<file path="src/hw/rtl/bus_voltage_correct_and_rectify_assert.svh">
// assertion macros used by bvcr_skid
`ifndef BUS_VOLTAGE_CORRECT_AND_RECTIFY_ASSERT_SVH
`define BUS_VOLTAGE_CORRECT_AND_RECTIFY_ASSERT_SVH
`ifndef SYNTHESIS
// checked outside reset
`define BVCR_ASSERT(label, clk, rst, prop) \
   label: assert property (@(posedge clk) disable iff (rst) prop) \
      else $error("bvcr assertion failed");
// checked at every edge, reset included
`define BVCR_ASSERT_ALWAYS(label, clk, prop) \
   label: assert property (@(posedge clk) prop) \
      else $error("bvcr assertion failed");
`else
`define BVCR_ASSERT(label, clk, rst, prop)
`define BVCR_ASSERT_ALWAYS(label, clk, prop)
`endif
`endif

</file>
<file path="src/hw/rtl/bvcr_pkg.sv">
package bvcr_pkg;

   localparam int VALUE_WIDTH_DEF   = 20;
   localparam int CORDIC_STAGES_DEF = 16;

   localparam logic [1:0] KIND_REF = 2'd0;
   localparam logic [1:0] KIND_PV  = 2'd1;
   localparam logic [1:0] KIND_PQ  = 2'd2;

   // width of the reduction remainder and of the cordic angle, both q30 radians
   localparam int R_W = 36;
   localparam int Z_W = 34;

   localparam logic signed [R_W-1:0] PI_Q30       = 36'sd3373259426;
   localparam logic signed [R_W-1:0] TWO_PI_Q30   = 36'sd6746518852;
   localparam logic signed [R_W-1:0] THREE_PI_Q30 = 36'sd10119778278;
   localparam logic signed [R_W-1:0] HALF_PI_Q30  = 36'sd1686629713;
   localparam logic signed [R_W-1:0] NHALF_PI_Q30 = -36'sd1686629713;

   // q15 angle to q30
   localparam int ANG_TO_Q30 = 15;

   // about 2^48 / (2*pi*2^15), gives the turn count estimate
   localparam logic signed [31:0] ANG_RECIP   = 32'sd1367130551;
   localparam int                 RECIP_SHIFT = 48;

   // cordic gain in q30, start value is mag*gain/2^18 (q28)
   localparam logic signed [31:0] GAIN_Q30   = 32'sd652032875;
   localparam int                 GAIN_SHIFT = 18;

   // q28 to q16 with rounding
   localparam int OUT_SHIFT = 12;

   typedef struct packed {
      logic valid;
      logic neg;
   } ctl_type;

   function automatic logic [31:0] atan_q30(input int idx);
      logic [31:0] v;
      case (idx)
         0:  v = 32'd843314857;
         1:  v = 32'd497837829;
         2:  v = 32'd263043837;
         3:  v = 32'd133525159;
         4:  v = 32'd67021687;
         5:  v = 32'd33543516;
         6:  v = 32'd16775851;
         7:  v = 32'd8388437;
         8:  v = 32'd4194282;
         9:  v = 32'd2097149;
         10: v = 32'd1048576;
         11: v = 32'd524288;
         12: v = 32'd262144;
         13: v = 32'd131072;
         14: v = 32'd65536;
         15: v = 32'd32768;
         16: v = 32'd16384;
         17: v = 32'd8192;
         18: v = 32'd4096;
         19: v = 32'd2048;
         20: v = 32'd1024;
         21: v = 32'd512;
         22: v = 32'd256;
         23: v = 32'd128;
         24: v = 32'd64;
         25: v = 32'd32;
         26: v = 32'd16;
         27: v = 32'd8;
         28: v = 32'd4;
         29: v = 32'd2;
         default: v = 32'd0;
      endcase
      return v;
   endfunction

endpackage

</file>
<file path="src/hw/rtl/bvcr_skid.sv">
`include "bus_voltage_correct_and_rectify_assert.svh"

module bvcr_skid #(
   parameter int WIDTH = 4 * bvcr_pkg::VALUE_WIDTH_DEF + 1
) (
   input  logic             clock,
   input  logic             reset,
   input  logic             in_valid,
   input  logic [WIDTH-1:0] in_data,
   output logic             pipe_en,
   output logic             out_valid,
   input  logic             out_ready,
   output logic [WIDTH-1:0] out_data
);
   import bvcr_pkg::*;

   logic             out_valid_ff, spare_valid_ff;
   logic [WIDTH-1:0] out_data_ff, spare_data_ff;
   logic             push, pop;

   // the pipeline moves whenever the spare slot is free
   assign pipe_en = !spare_valid_ff;
   assign push    = in_valid && pipe_en;
   assign pop     = out_valid_ff && out_ready;

   always_ff @(posedge clock) begin
      if (reset) begin
         out_valid_ff   <= 1'b0;
         spare_valid_ff <= 1'b0;
      end else if (!out_valid_ff || pop) begin
         out_valid_ff   <= spare_valid_ff || push;
         spare_valid_ff <= 1'b0;
      end else if (push) begin
         spare_valid_ff <= 1'b1;
      end
   end

   always_ff @(posedge clock) begin
      if (!out_valid_ff || pop) begin
         out_data_ff <= spare_valid_ff ? spare_data_ff : in_data;
      end else if (push) begin
         spare_data_ff <= in_data;
      end
   end

   assign out_valid = out_valid_ff;
   assign out_data  = out_data_ff;

   `BVCR_ASSERT(a_spare_implies_out, clock, reset, spare_valid_ff |-> out_valid_ff)
   `BVCR_ASSERT(a_held_stays, clock, reset, out_valid_ff && !out_ready |=> out_valid_ff)
   `BVCR_ASSERT(a_spare_only_on_stall, clock, reset, $rose(spare_valid_ff) |-> $past(out_valid_ff && !out_ready))
   `BVCR_ASSERT_ALWAYS(a_reset_empties, clock, $past(reset) |-> !out_valid_ff && !spare_valid_ff)

endmodule
</file>
<file path="config.mk">
export PLATFORM = sky130hd
export DESIGN_NAME = bvcr_skid
export DESIGN_NICKNAME = d
export VERILOG_FILES = /design/src/hw/rtl/bvcr_pkg.sv /design/src/hw/rtl/bvcr_skid.sv
export VERILOG_INCLUDE_DIRS = /design/src /design/src/hw/rtl
export SDC_FILE = /design/constraint.sdc
export NUM_CORES = 1
export LEC_CHECK = 0
export ABC_AREA = 1
export BUFFER_PORTS_ARGS = -buffer_cell sky130_fd_sc_hd__buf_2
export CAP_MARGIN = 10
export CORE_MARGIN = 10
export CORE_UTILIZATION = 52
export DETAILED_ROUTE_END_ITERATION = 8
export PLACE_DENSITY = 0.8
export REMOVE_ABC_BUFFERS = 1
export SLEW_MARGIN = 20
export SYNTH_ARGS = -nofsm -noshare
export SYNTH_HDL_FRONTEND = slang
export SYNTH_SLANG_ARGS = --single-unit
export TNS_END_PERCENT = 1
</file>
<file path="constraint.sdc">
create_clock -name clock -period 9.9 [get_ports clock]
set_input_delay 1.98 -clock clock [delete_from_list [all_inputs] [get_ports clock]]
set_output_delay 1.98 -clock clock [all_outputs]
set_load 0.02 [all_outputs]
</file>
==> impl_metrics.toml <==
[logic_synthesis]
syn_inst = 436
ys_warn_count = 0
syn_area_per_cell_um2 = 13.9
yosys.cell_types.count = 11
yosysSeqAreaShare = 0.812
synth_seq_cells = 164
mappedNetlistArea_um2 = 6040

[min_path]
min_from = "spare_data_ff[23]"
hp-class = "reg2reg"

[timing]
fmax_mhz = 242
fin_setup_tns_ps = 0
period_minus_slack_ps = 4140
finalCritPeriodShare = 0.418
drv_slew = 0
skew_ps = 11.0
hold_slack_ps = 509
rsz0062_at_grt = "false"
worst_pin_slew_ps = 996
hold_viol = 0
max_slew_margin = 0.334
setup_violations = 0

[drt]
drt-pass1-iter-count = 4
ant_nets = 0
drt_wl_total_mm = 12.6
routed-via-count = 3659
wl_per_cell_um = 16.5
drt_iter0_markers = 369
vias_per_cell = 4.80
drc = 0

[setup_path]
r2r_cells = 5
crit-reg2reg-capture = "spare_data_ff[32]"
crit_path_top_delay_cell = "nor2_4"
startpoint = "out_ready"
critPathRequiredTime_ps = 9940
worstSetupEndpoint = "spare_data_ff[32]"
r2r_slack_ps = 6870
crit_chain = "buf_2, inv_1, nand2_8, nor2_4, buf_4"
arrival_ps = 4180
max_stage_delay_ps = 930
critPathLaunchType = "primary input"
crit_path_end_kind = "flop"
crit_fanout = 82
crit_type = "in2reg"
reg2reg_from = "spare_valid_ff"

[floorplanning]
row_count = 39
fp.dieH_um = 128
die_width_um = 128
core_area_um2 = 11400
die_area_um2 = 16300
io_pins = 168
start_util = 0.529

[global_routing]
grt_max_degree = 84
grt_pass1_vias = 3735
grt.overflow.total = 0
grt_use_total = 0.151
antenna_found_initial = 0
grt_first_pass_wirelength_mm = 19.2

[cts]
cts_tree = "done"
hold_buffers = 0
cts.sinks = 164
cts_resized = 0
numCtsBuffers = 17
clkTransAtPathRegs_ps = 60
htree_num_levels = 4
clk_latency_ps = 410
clock-root-buffer = "clkbuf_16"
postCtsSetupBuffers = 0
clockBufferDepth = 2

[run_status]
status = "complete, no violations"

[final_layout]
layout_common_cells = "nand2_1 (245), buf_2 (167), edfxtp_1 (162)"
final_util = 0.654
nets = 692
area_delta_synth_final_pct = 23.6
final_area_um2 = 7470
drive_gt1_frac = 0.323
diodes = 0
final_common_cell = "nand2_1"

[power]
leakage_uw = 0.00324
worst_ir_drop_vdd_uv = 129
powerDensity_nw_per_um2 = 209

[placed_design]
gp_congestion = 0.762
place_area_um2 = 6910
io_buffer_count = 167
dp_hpwl_mm = 8.52

[run]
maxCapViolations = 0
-- logic make-up after synthesis --
kind of cell | share of synthesized area
simple gates | 0.155
buf+inv | 0.0321
compound gates | 0.000827
flops | 0.812
-- worst max-delay path: cells and delay by family --
family / cells / cell delay [ps]
buf+inv: 3 / 870
simple gates: 2 / 1290
-- per-stage QoR --
stage / cells / total power (µW) / setup slack [ps]
2_1_floorplan: 418 / 902 / 1920
3_3_place_gp: 731 / 959 / 5120
3_5_place_dp: 731 / 964 / 4970
4_1_cts: 762 / 1570 / 5390
5_1_grt: 762 / 1610 / 5510
6_report: 762 / 1560 / 5760
-- per-layer routing --
metal  part of all wire  routed length [µm]  global-route usage
met1               0.41                5160               0.179
met3              0.087                1090              0.0616
met4              0.018                 228              0.0623
met5                  0                   0                   0
met2               0.49                6110               0.241
-- flip-flops by register name, indices dropped and copies added, names as in the netlist --
| name | cells |
|---|---|
| out_valid | 1 |
| spare_valid_ff | 1 |
| spare_data_ff | 81 |
| out_data | 81 |
-- worst min path at each step --
| stage | end | slack, ps | cells after the start |
|---|---|---|---|
| final | out_data[23] | 510 | 2 |
| after global routing | out_data[23] | 530 | 2 |
| after CTS | out_data[23] | 510 | 2 |
| after detailed placement | out_data[23] | 500 | 2 |
| after global placement | out_data[27] | 500 | 2 |
| after floorplan | out_data[0] | 490 | 2 |
-- area by class of cell --
| class | count | area (µm²) |
|---|---|---|
| Clock buffer | 20 | 437 |
| Clock inverter | 11 | 113 |
| Fill cell | 869 | 3950 |
| Inverter | 3 | 11.3 |
| Multi-Input combinational cell | 251 | 968 |
| Sequential cell | 164 | 4910 |
| Tap cell | 143 | 179 |
| Timing Repair Buffer | 170 | 858 |
-- synth_stat cells --
library cell	instances	area [µm²]
buf_2	2	10.0
nand3_1	1	5.00
buf_6	14	158
nand2_1	246	923
buf_4	2	15.0
inv_2	1	3.75
nor2_1	3	11.3
inv_1	2	7.51
dfxtp_1	2	40.0
edfxtp_1	162	4860
o21ai_0	1	5.00
-- power by group --
part	internal (µW)	switching [µW]
registers	809	11.3
clock network	366	245
logic	40.3	87.7
Power figures use the tool's default switching activity.
