### src/hw/rtl/bus_voltage_correct_and_rectify_assert.svh
// assertion macros used by bvcr_skid
`ifndef BUS_VOLTAGE_CORRECT_AND_RECTIFY_ASSERT_SVH
`define BUS_VOLTAGE_CORRECT_AND_RECTIFY_ASSERT_SVH
`ifndef SYNTHESIS
// checked outside reset
`define BVCR_ASSERT(label, clk, rst, prop) \
   label: assert property (@(posedge clk) disable iff (rst) prop) \
      else $error("bvcr assertion failed");
// checked at every edge, reset included
`define BVCR_ASSERT_ALWAYS(label, clk, prop) \
   label: assert property (@(posedge clk) prop) \
      else $error("bvcr assertion failed");
`else
`define BVCR_ASSERT(label, clk, rst, prop)
`define BVCR_ASSERT_ALWAYS(label, clk, prop)
`endif
`endif

### src/hw/rtl/bvcr_pkg.sv
package bvcr_pkg;

   localparam int VALUE_WIDTH_DEF   = 20;
   localparam int CORDIC_STAGES_DEF = 16;

   localparam logic [1:0] KIND_REF = 2'd0;
   localparam logic [1:0] KIND_PV  = 2'd1;
   localparam logic [1:0] KIND_PQ  = 2'd2;

   // width of the reduction remainder and of the cordic angle, both q30 radians
   localparam int R_W = 36;
   localparam int Z_W = 34;

   localparam logic signed [R_W-1:0] PI_Q30       = 36'sd3373259426;
   localparam logic signed [R_W-1:0] TWO_PI_Q30   = 36'sd6746518852;
   localparam logic signed [R_W-1:0] THREE_PI_Q30 = 36'sd10119778278;
   localparam logic signed [R_W-1:0] HALF_PI_Q30  = 36'sd1686629713;
   localparam logic signed [R_W-1:0] NHALF_PI_Q30 = -36'sd1686629713;

   // q15 angle to q30
   localparam int ANG_TO_Q30 = 15;

   // about 2^48 / (2*pi*2^15), gives the turn count estimate
   localparam logic signed [31:0] ANG_RECIP   = 32'sd1367130551;
   localparam int                 RECIP_SHIFT = 48;

   // cordic gain in q30, start value is mag*gain/2^18 (q28)
   localparam logic signed [31:0] GAIN_Q30   = 32'sd652032875;
   localparam int                 GAIN_SHIFT = 18;

   // q28 to q16 with rounding
   localparam int OUT_SHIFT = 12;

   typedef struct packed {
      logic valid;
      logic neg;
   } ctl_type;

   function automatic logic [31:0] atan_q30(input int idx);
      logic [31:0] v;
      case (idx)
         0:  v = 32'd843314857;
         1:  v = 32'd497837829;
         2:  v = 32'd263043837;
         3:  v = 32'd133525159;
         4:  v = 32'd67021687;
         5:  v = 32'd33543516;
         6:  v = 32'd16775851;
         7:  v = 32'd8388437;
         8:  v = 32'd4194282;
         9:  v = 32'd2097149;
         10: v = 32'd1048576;
         11: v = 32'd524288;
         12: v = 32'd262144;
         13: v = 32'd131072;
         14: v = 32'd65536;
         15: v = 32'd32768;
         16: v = 32'd16384;
         17: v = 32'd8192;
         18: v = 32'd4096;
         19: v = 32'd2048;
         20: v = 32'd1024;
         21: v = 32'd512;
         22: v = 32'd256;
         23: v = 32'd128;
         24: v = 32'd64;
         25: v = 32'd32;
         26: v = 32'd16;
         27: v = 32'd8;
         28: v = 32'd4;
         29: v = 32'd2;
         default: v = 32'd0;
      endcase
      return v;
   endfunction

endpackage

### src/hw/rtl/bvcr_prep.sv
module bvcr_prep #(
   parameter int VALUE_WIDTH = bvcr_pkg::VALUE_WIDTH_DEF
) (
   input  logic                                clock,
   input  logic                                reset,
   input  logic                                en,
   input  logic                                in_valid,
   input  logic [1:0]                          kind_i,
   input  logic signed [VALUE_WIDTH-1:0]       mag_i,
   input  logic signed [VALUE_WIDTH-1:0]       ang_i,
   input  logic signed [VALUE_WIDTH-1:0]       dang_i,
   input  logic signed [VALUE_WIDTH-1:0]       dmag_i,
   input  logic                                last_i,
   output bvcr_pkg::ctl_type                   ctl_o,
   output logic                                last_o,
   output logic signed [VALUE_WIDTH-1:0]       mag_o,
   output logic signed [VALUE_WIDTH-1:0]       ang_o,
   output logic signed [VALUE_WIDTH+13:0]      x_o,
   output logic signed [bvcr_pkg::Z_W-1:0]     z_o
);
   import bvcr_pkg::*;

   localparam int W  = VALUE_WIDTH;
   localparam int XW = W + 14;
   localparam int PW = W + 36;
   localparam int MW = W + 32;
   localparam int RW = W + 24;
   localparam int QW = (W > 20) ? W - 16 : 4;

   localparam logic signed [W-1:0]  VMAX = {1'b0, {(W-1){1'b1}}};
   localparam logic signed [W-1:0]  VMIN = ~VMAX;
   localparam logic signed [PW-1:0] RND  = PW'(1) << (RECIP_SHIFT - 1);

   logic [5:0]                valid_ff;
   logic signed [W-1:0]       mag_ff [6];
   logic signed [W-1:0]       ang_ff [6];
   logic                      last_ff [6];
   logic signed [XW-1:0]      x_ff [5];
   logic signed [PW-1:0]      pq_ff;
   logic signed [RW-1:0]      qm_ff;
   logic signed [RW-1:0]      zp_ff;
   logic signed [R_W-1:0]     r_ff;
   logic signed [R_W-1:0]     zr_ff;
   logic signed [Z_W-1:0]     z_ff;
   logic                      neg_ff;

   logic signed [W:0]         ang_diff, mag_diff;
   logic signed [W-1:0]       ang_sat, mag_sat;
   logic signed [W-1:0]       mag1_in, ang1_in;
   logic signed [PW-1:0]      pq_in;
   logic signed [MW-1:0]      mp;
   logic signed [XW-1:0]      x2_in;
   logic signed [QW-1:0]      q_est;
   logic signed [RW-1:0]      qm_in, zp_in;
   logic signed [R_W-1:0]     r_in, zr_in;
   logic signed [Z_W-1:0]     z_in;
   logic                      neg_in;

   // stage 1: saturating corrections
   always_comb begin
      ang_diff = {ang_i[W-1], ang_i} - {dang_i[W-1], dang_i};
      mag_diff = {mag_i[W-1], mag_i} - {dmag_i[W-1], dmag_i};
      if (ang_diff[W] != ang_diff[W-1]) begin
         ang_sat = ang_diff[W] ? VMIN : VMAX;
      end else begin
         ang_sat = ang_diff[W-1:0];
      end
      if (mag_diff[W] != mag_diff[W-1]) begin
         mag_sat = mag_diff[W] ? VMIN : VMAX;
      end else begin
         mag_sat = mag_diff[W-1:0];
      end
      case (kind_i)
         KIND_PV: begin
            ang1_in = ang_sat;
            mag1_in = mag_i;
         end
         KIND_PQ: begin
            ang1_in = ang_sat;
            mag1_in = mag_sat;
         end
         default: begin
            ang1_in = ang_i;
            mag1_in = mag_i;
         end
      endcase
   end

   // stage 2: turn count estimate and cordic start value
   always_comb begin
      pq_in = PW'(ang_ff[0]) * PW'(ANG_RECIP) + RND;
      mp    = MW'(mag_ff[0]) * MW'(GAIN_Q30);
      x2_in = XW'(mp >>> GAIN_SHIFT);
   end

   // stage 3: turns times 2*pi, angle to q30 shifted by pi
   always_comb begin
      q_est = $signed(pq_ff[RECIP_SHIFT +: QW]);
      qm_in = RW'(q_est) * RW'(TWO_PI_Q30);
      zp_in = (RW'(ang_ff[1]) <<< ANG_TO_Q30) + RW'(PI_Q30);
   end

   // stage 4: remainder, off by at most one turn
   assign r_in = R_W'(zp_ff - qm_ff);

   // stage 5: fix the estimate and bring back to [-pi, pi)
   always_comb begin
      if (r_ff[R_W-1]) begin
         zr_in = r_ff + PI_Q30;
      end else if (r_ff >= TWO_PI_Q30) begin
         zr_in = r_ff - THREE_PI_Q30;
      end else begin
         zr_in = r_ff - PI_Q30;
      end
   end

   // stage 6: fold into [-pi/2, pi/2]
   always_comb begin
      if (zr_ff > HALF_PI_Q30) begin
         z_in   = Z_W'(zr_ff - PI_Q30);
         neg_in = 1'b1;
      end else if (zr_ff < NHALF_PI_Q30) begin
         z_in   = Z_W'(zr_ff + PI_Q30);
         neg_in = 1'b1;
      end else begin
         z_in   = Z_W'(zr_ff);
         neg_in = 1'b0;
      end
   end

   always_ff @(posedge clock) begin
      if (reset) begin
         valid_ff <= '0;
      end else if (en) begin
         valid_ff <= {valid_ff[4:0], in_valid};
      end
   end

   always_ff @(posedge clock) begin
      if (en) begin
         mag_ff[0]  <= mag1_in;
         ang_ff[0]  <= ang1_in;
         last_ff[0] <= last_i;
         for (int k = 1; k < 6; k++) begin
            mag_ff[k]  <= mag_ff[k-1];
            ang_ff[k]  <= ang_ff[k-1];
            last_ff[k] <= last_ff[k-1];
         end
         x_ff[0] <= x2_in;
         for (int k = 1; k < 5; k++) begin
            x_ff[k] <= x_ff[k-1];
         end
         pq_ff  <= pq_in;
         qm_ff  <= qm_in;
         zp_ff  <= zp_in;
         r_ff   <= r_in;
         zr_ff  <= zr_in;
         z_ff   <= z_in;
         neg_ff <= neg_in;
      end
   end

   assign ctl_o  = '{valid: valid_ff[5], neg: neg_ff};
   assign last_o = last_ff[5];
   assign mag_o  = mag_ff[5];
   assign ang_o  = ang_ff[5];
   assign x_o    = x_ff[4];
   assign z_o    = z_ff;

endmodule

### config.mk
export PLATFORM = sky130hd
export DESIGN_NAME = bvcr_prep
export DESIGN_NICKNAME = d
export VERILOG_FILES = /design/src/hw/rtl/bus_voltage_correct_and_rectify_assert.svh /design/src/hw/rtl/bvcr_pkg.sv /design/src/hw/rtl/bvcr_prep.sv
export SDC_FILE = /design/constraint.sdc
export NUM_CORES = 2
export LEC_CHECK = 0
export ABC_AREA = 1
export BUFFER_PORTS_ARGS = -buffer_cell sky130_fd_sc_hd__buf_2
export CAP_MARGIN = 20
export CORE_MARGIN = 5
export CORE_UTILIZATION = 55
export DETAILED_ROUTE_END_ITERATION = 6
export PLACE_DENSITY_LB_ADDON = 0.08
export RECOVER_POWER = 50
export SLEW_MARGIN = 0
export SYNTH_ARGS = -nofsm -noshare
export SYNTH_HDL_FRONTEND = slang
export SYNTH_SLANG_ARGS = --single-unit
### constraint.sdc
create_clock -name clock -period 7.89 [get_ports clock]
set_input_delay 0.3945 -clock clock [delete_from_list [all_inputs] [get_ports clock]]
set_output_delay 0.3945 -clock clock [all_outputs]
set_load 0.05 [all_outputs]
==> impl_metrics.sql <==
INSERT INTO impl_metrics (metric_group, metric, value, unit) VALUES
('run_status', 'status', 'finished with violations', ''),
('run_status', 'violations_in_the_final_reports', 'capacitance limit, slew limit', ''),
('setup_path', 'end_kind', 'register', ''),
('finish', 'drive_above_1_share', '6.163', '%'),
('floorplan', 'die_y', '320.9', 'um'),
('logic_synthesis', 'postSynth.topFlopCell', 'sky130_fd_sc_hd__edfxtp_1', ''),
('clock_network', 'clkLatencyLatePin', '0.64', 'ns'),
('setup_path', 'worst_setup_path_startpoint', 'en', ''),
('finish', 'area_taken_by_multi_input_logic_gates', '30590', 'um2'),
('detailed_routing', 'drt.antenna.violating_nets', '0', ''),
('sta', 'setup-violations-final', '0', ''),
('logic_synthesis', 'netlist.top_cell.by_area', 'sky130_fd_sc_hd__edfxtp_1', ''),
('clock_network', 'cts_max_path_buffers', '3', ''),
('sta', 'final_min_period_over_clock_period', '83.75', '%'),
('finish', 'nets', '7204', ''),
('setup_path', 'critPathCapture', 'z_o[12]', ''),
('detailed_routing', 'drc_errors', '0', ''),
('sta', 'max_slew.worst_pin.slew', '4.918', 'ns'),
('sta', 'setup_total_negative_slack', '0', 'ns'),
('setup_path', 'crit_fanout', '139', ''),
('logic_synthesis', 'mappedNetlistArea', '53170', 'um2'),
('sta', 'rsz0062_at_grt', 'no', ''),
('global_route', 'grt_start_max_net_pins', '140', ''),
('clock_network', 'clock_sink_count', '576', ''),
('finish', 'n_antenna_cell', '0', ''),
('clock_network', 'clockRootBuffer', 'sky130_fd_sc_hd__clkbuf_16', ''),
('setup_path', 'cpMaxStageDelayCell', 'sky130_fd_sc_hd__clkbuf_1', ''),
('sta', 'slew_violations', '228', ''),
('place', 'gp_weighted_congestion', '0.9695', ''),
('detailed_routing', 'vias', '38720', ''),
('global_route', 'track_usage', '27.62', '%'),
('floorplan', 'placementRows', '114', ''),
('setup_path', 'cp_slowest_stage_delay', '3.34', 'ns'),
('sta', 'setup_slack', '1.282', 'ns'),
('logic_synthesis', 'syn_nets', '7005', ''),
('clock_network', 'tritoncts.num_buffers', '67', ''),
('setup_path', 'worst-endpoint-arrival', '6.77', 'ns'),
('setup_path', 'cp_num_cells', '2', ''),
('floorplan', 'width_of_the_chip', '320.9', 'um'),
('floorplan', 'io-pin-count', '198', ''),
('place', 'place_ws', '1.340', 'ns'),
('logic_synthesis', 'yosysWarnings', '0', ''),
('clock_network', 'path_clk_slew', '0.06', 'ns'),
('floorplan', 'dieArea', '103000', 'um2'),
('logic_synthesis', 'fraction_of_post_synthesis_cell_area_in_the_top_cell_type_by_area', '32.19', '%'),
('clock_network', 'tritoncts', 'done', ''),
('setup_path', 'ff2ff_path_depth', '22', ''),
('place', 'placed_cell_area', '55320', 'um2'),
('finish', 'num-fill-cells', '8612', ''),
('finish', 'post-route-cell-area', '57460', 'um2'),
('logic_synthesis', 'synthesis.area_per_instance', '9.166', 'um2'),
('flow_run', 'drv_cap', '2', ''),
('finish', 'area_delta_synth_final', '8.064', '%'),
('setup_path', 'critical_path_required', '8.05', 'ns'),
('detailed_routing', 'detail_route.wl_per_cell', '19.25', 'um'),
('setup_path', 'number_of_buffer_and_inverter_stages_on_the_critical_path', '2', ''),
('floorplan', 'fp.coreArea', '96280', 'um2'),
('logic_synthesis', 'async_flop_share', '0', '%'),
('setup_path', 'worst_path_cell_trace', 'clkbuf_1, clkbuf_2', ''),
('clock_network', 'htree_levels', '3', ''),
('min_path', 'hold_path.class', 'input pin to register', ''),
('sta', 'max_freq', '151.3', 'MHz'),
('sta', 'slew_headroom', '-227.9', '%'),
('logic_synthesis', 'syn_inst', '5801', ''),
('logic_synthesis', 'yosysSeqAreaShare', '32.42', '%'),
('detailed_routing', 'drt_iter0_markers', '2725', ''),
('place', 'detailedPlacementHpwl', '118.2', 'mm'),
('setup_path', 'worst_flop_to_flop_path_endpoint', 'pq_ff[51]', ''),
('setup_path', 'setup_crit_start_kind', 'input pin', ''),
('detailed_routing', 'routed_via_density', '5.284', ''),
('place', 'port-buffer-count', '196', '');
per-stage QoR:
step	hold slack [ns]	utilization, %	instances
4_1_cts	0.01207	59.72	7328
3_5_place_dp	0.4045	57.46	7205
2_1_floorplan	0.4003	-	5801
5_1_grt	0.04154	59.68	7328
6_report	0.05058	59.68	7328
3_3_place_gp	0.4008	57.46	7205
registers in the layout, indices dropped and copies added, names as in the netlist:
register / count
zr_ff: 34
r_ff: 34
mag_ff: 120
valid_ff: 6
last_ff: 6
qm_ff: 33
zp_ff: 21
pq_ff: 5
x_ff: 165
ang_ff: 119
z_o: 33
metal layers:
layer  global-route usage, %  vias to the layer above  routed length [um]
met5                       0                        -                  17
met4                   8.096                        2                4206
met3                   3.788                      221                7865
met2                   45.77                     1029               66430
met1                   38.37                    18550               62510
li1                        -                    18920                   -
what timing repair did:
action                                 CTS  global route
hold buffers                             2             0
gates resized for setup                  0             0
endpoints found under the hold margin    6             0
cell usage after synthesis (22+ instances only):
master                        n
sky130_fd_sc_hd__inv_1     1259
sky130_fd_sc_hd__nand3_1    220
sky130_fd_sc_hd__nand4_1     77
sky130_fd_sc_hd__xor2_1     133
sky130_fd_sc_hd__edfxtp_1   570
sky130_fd_sc_hd__o21ai_0    153
sky130_fd_sc_hd__fa_1       472
sky130_fd_sc_hd__a21o_1      22
sky130_fd_sc_hd__o21bai_1    39
sky130_fd_sc_hd__buf_4       45
sky130_fd_sc_hd__a21oi_1    276
sky130_fd_sc_hd__ha_1       645
sky130_fd_sc_hd__nor2_1     425
sky130_fd_sc_hd__nand2_1   1155
sky130_fd_sc_hd__nor3_1      59
sky130_fd_sc_hd__xnor2_1     36
sky130_fd_sc_hd__o21a_1      22
worst min-delay path by stage:
| stage | end | slack (ns) |
|---|---|---|
| 6_report | valid_ff[0] | 0.05 |
| 5_1_grt | valid_ff[0] | 0.04 |
| 4_1_cts | valid_ff[0] | 0.01 |
| 3_5_place_dp | mag_ff[3][16] | 0.40 |
| 3_3_place_gp | mag_ff[5][16] | 0.40 |
| 2_1_floorplan | ang_ff[3][0] | 0.40 |
cells by family (layout without fill, tap and decap cells):
kind of cell | count (synthesis) | after routing | synth area share [%]
AND/OR/NAND/NOR | 2008 | 2008 | 15.69
AO/OA/AOI/OAI | 579 | 579 | 6.111
other | 1 | 1 | 0.007053
adder cells (fa/ha/maj) | 1117 | 1117 | 32.95
XOR/XNOR | 169 | 169 | 2.784
buffers and inverters | 1351 | 1602 | 10.04
flip-flops | 576 | 576 | 32.42
placed cells by master, fill, tap and decap left out, drive strengths merged:
master / Yosys / routed
a211oi: 1 / 1
a21boi: 9 / 9
a21o: 22 / 22
a21oi: 296 / 296
a31oi: 18 / 18
and2: 8 / 8
and3: 2 / 2
buf: 73 / 199
bufinv: 0 / 5
clkbuf: 6 / 87
clkinv: 0 / 27
clkinvlp: 0 / 7
conb: 1 / 1
dfxtp: 6 / 6
dlygate4sd3: 0 / 2
edfxtp: 570 / 570
fa: 472 / 472
ha: 645 / 645
inv: 1272 / 1275
nand2: 1165 / 1165
nand2b: 1 / 1
nand3: 229 / 229
nand3b: 6 / 6
nand4: 77 / 77
nor2: 437 / 437
nor3: 61 / 61
nor3b: 3 / 3
nor4: 9 / 9
o211ai: 5 / 5
o21a: 22 / 22
o21ai: 163 / 163
o21bai: 39 / 39
o221ai: 1 / 1
o22ai: 2 / 2
o31ai: 1 / 1
or2: 10 / 10
xnor2: 36 / 36
xor2: 133 / 133
final cells by class:
cell class,instances,area share [%]
clock buffer,79,2.996
clock inverter,42,0.7665
inverter,1272,8.323
multi-input combinational,3874,53.25
sequential,576,30.00
tap,1276,2.779
timing repair buffer,209,1.890
Power is left out: the tool's default activity adds up to more than one toggle a clock period on the data nets, which glitch-free logic cannot reach.
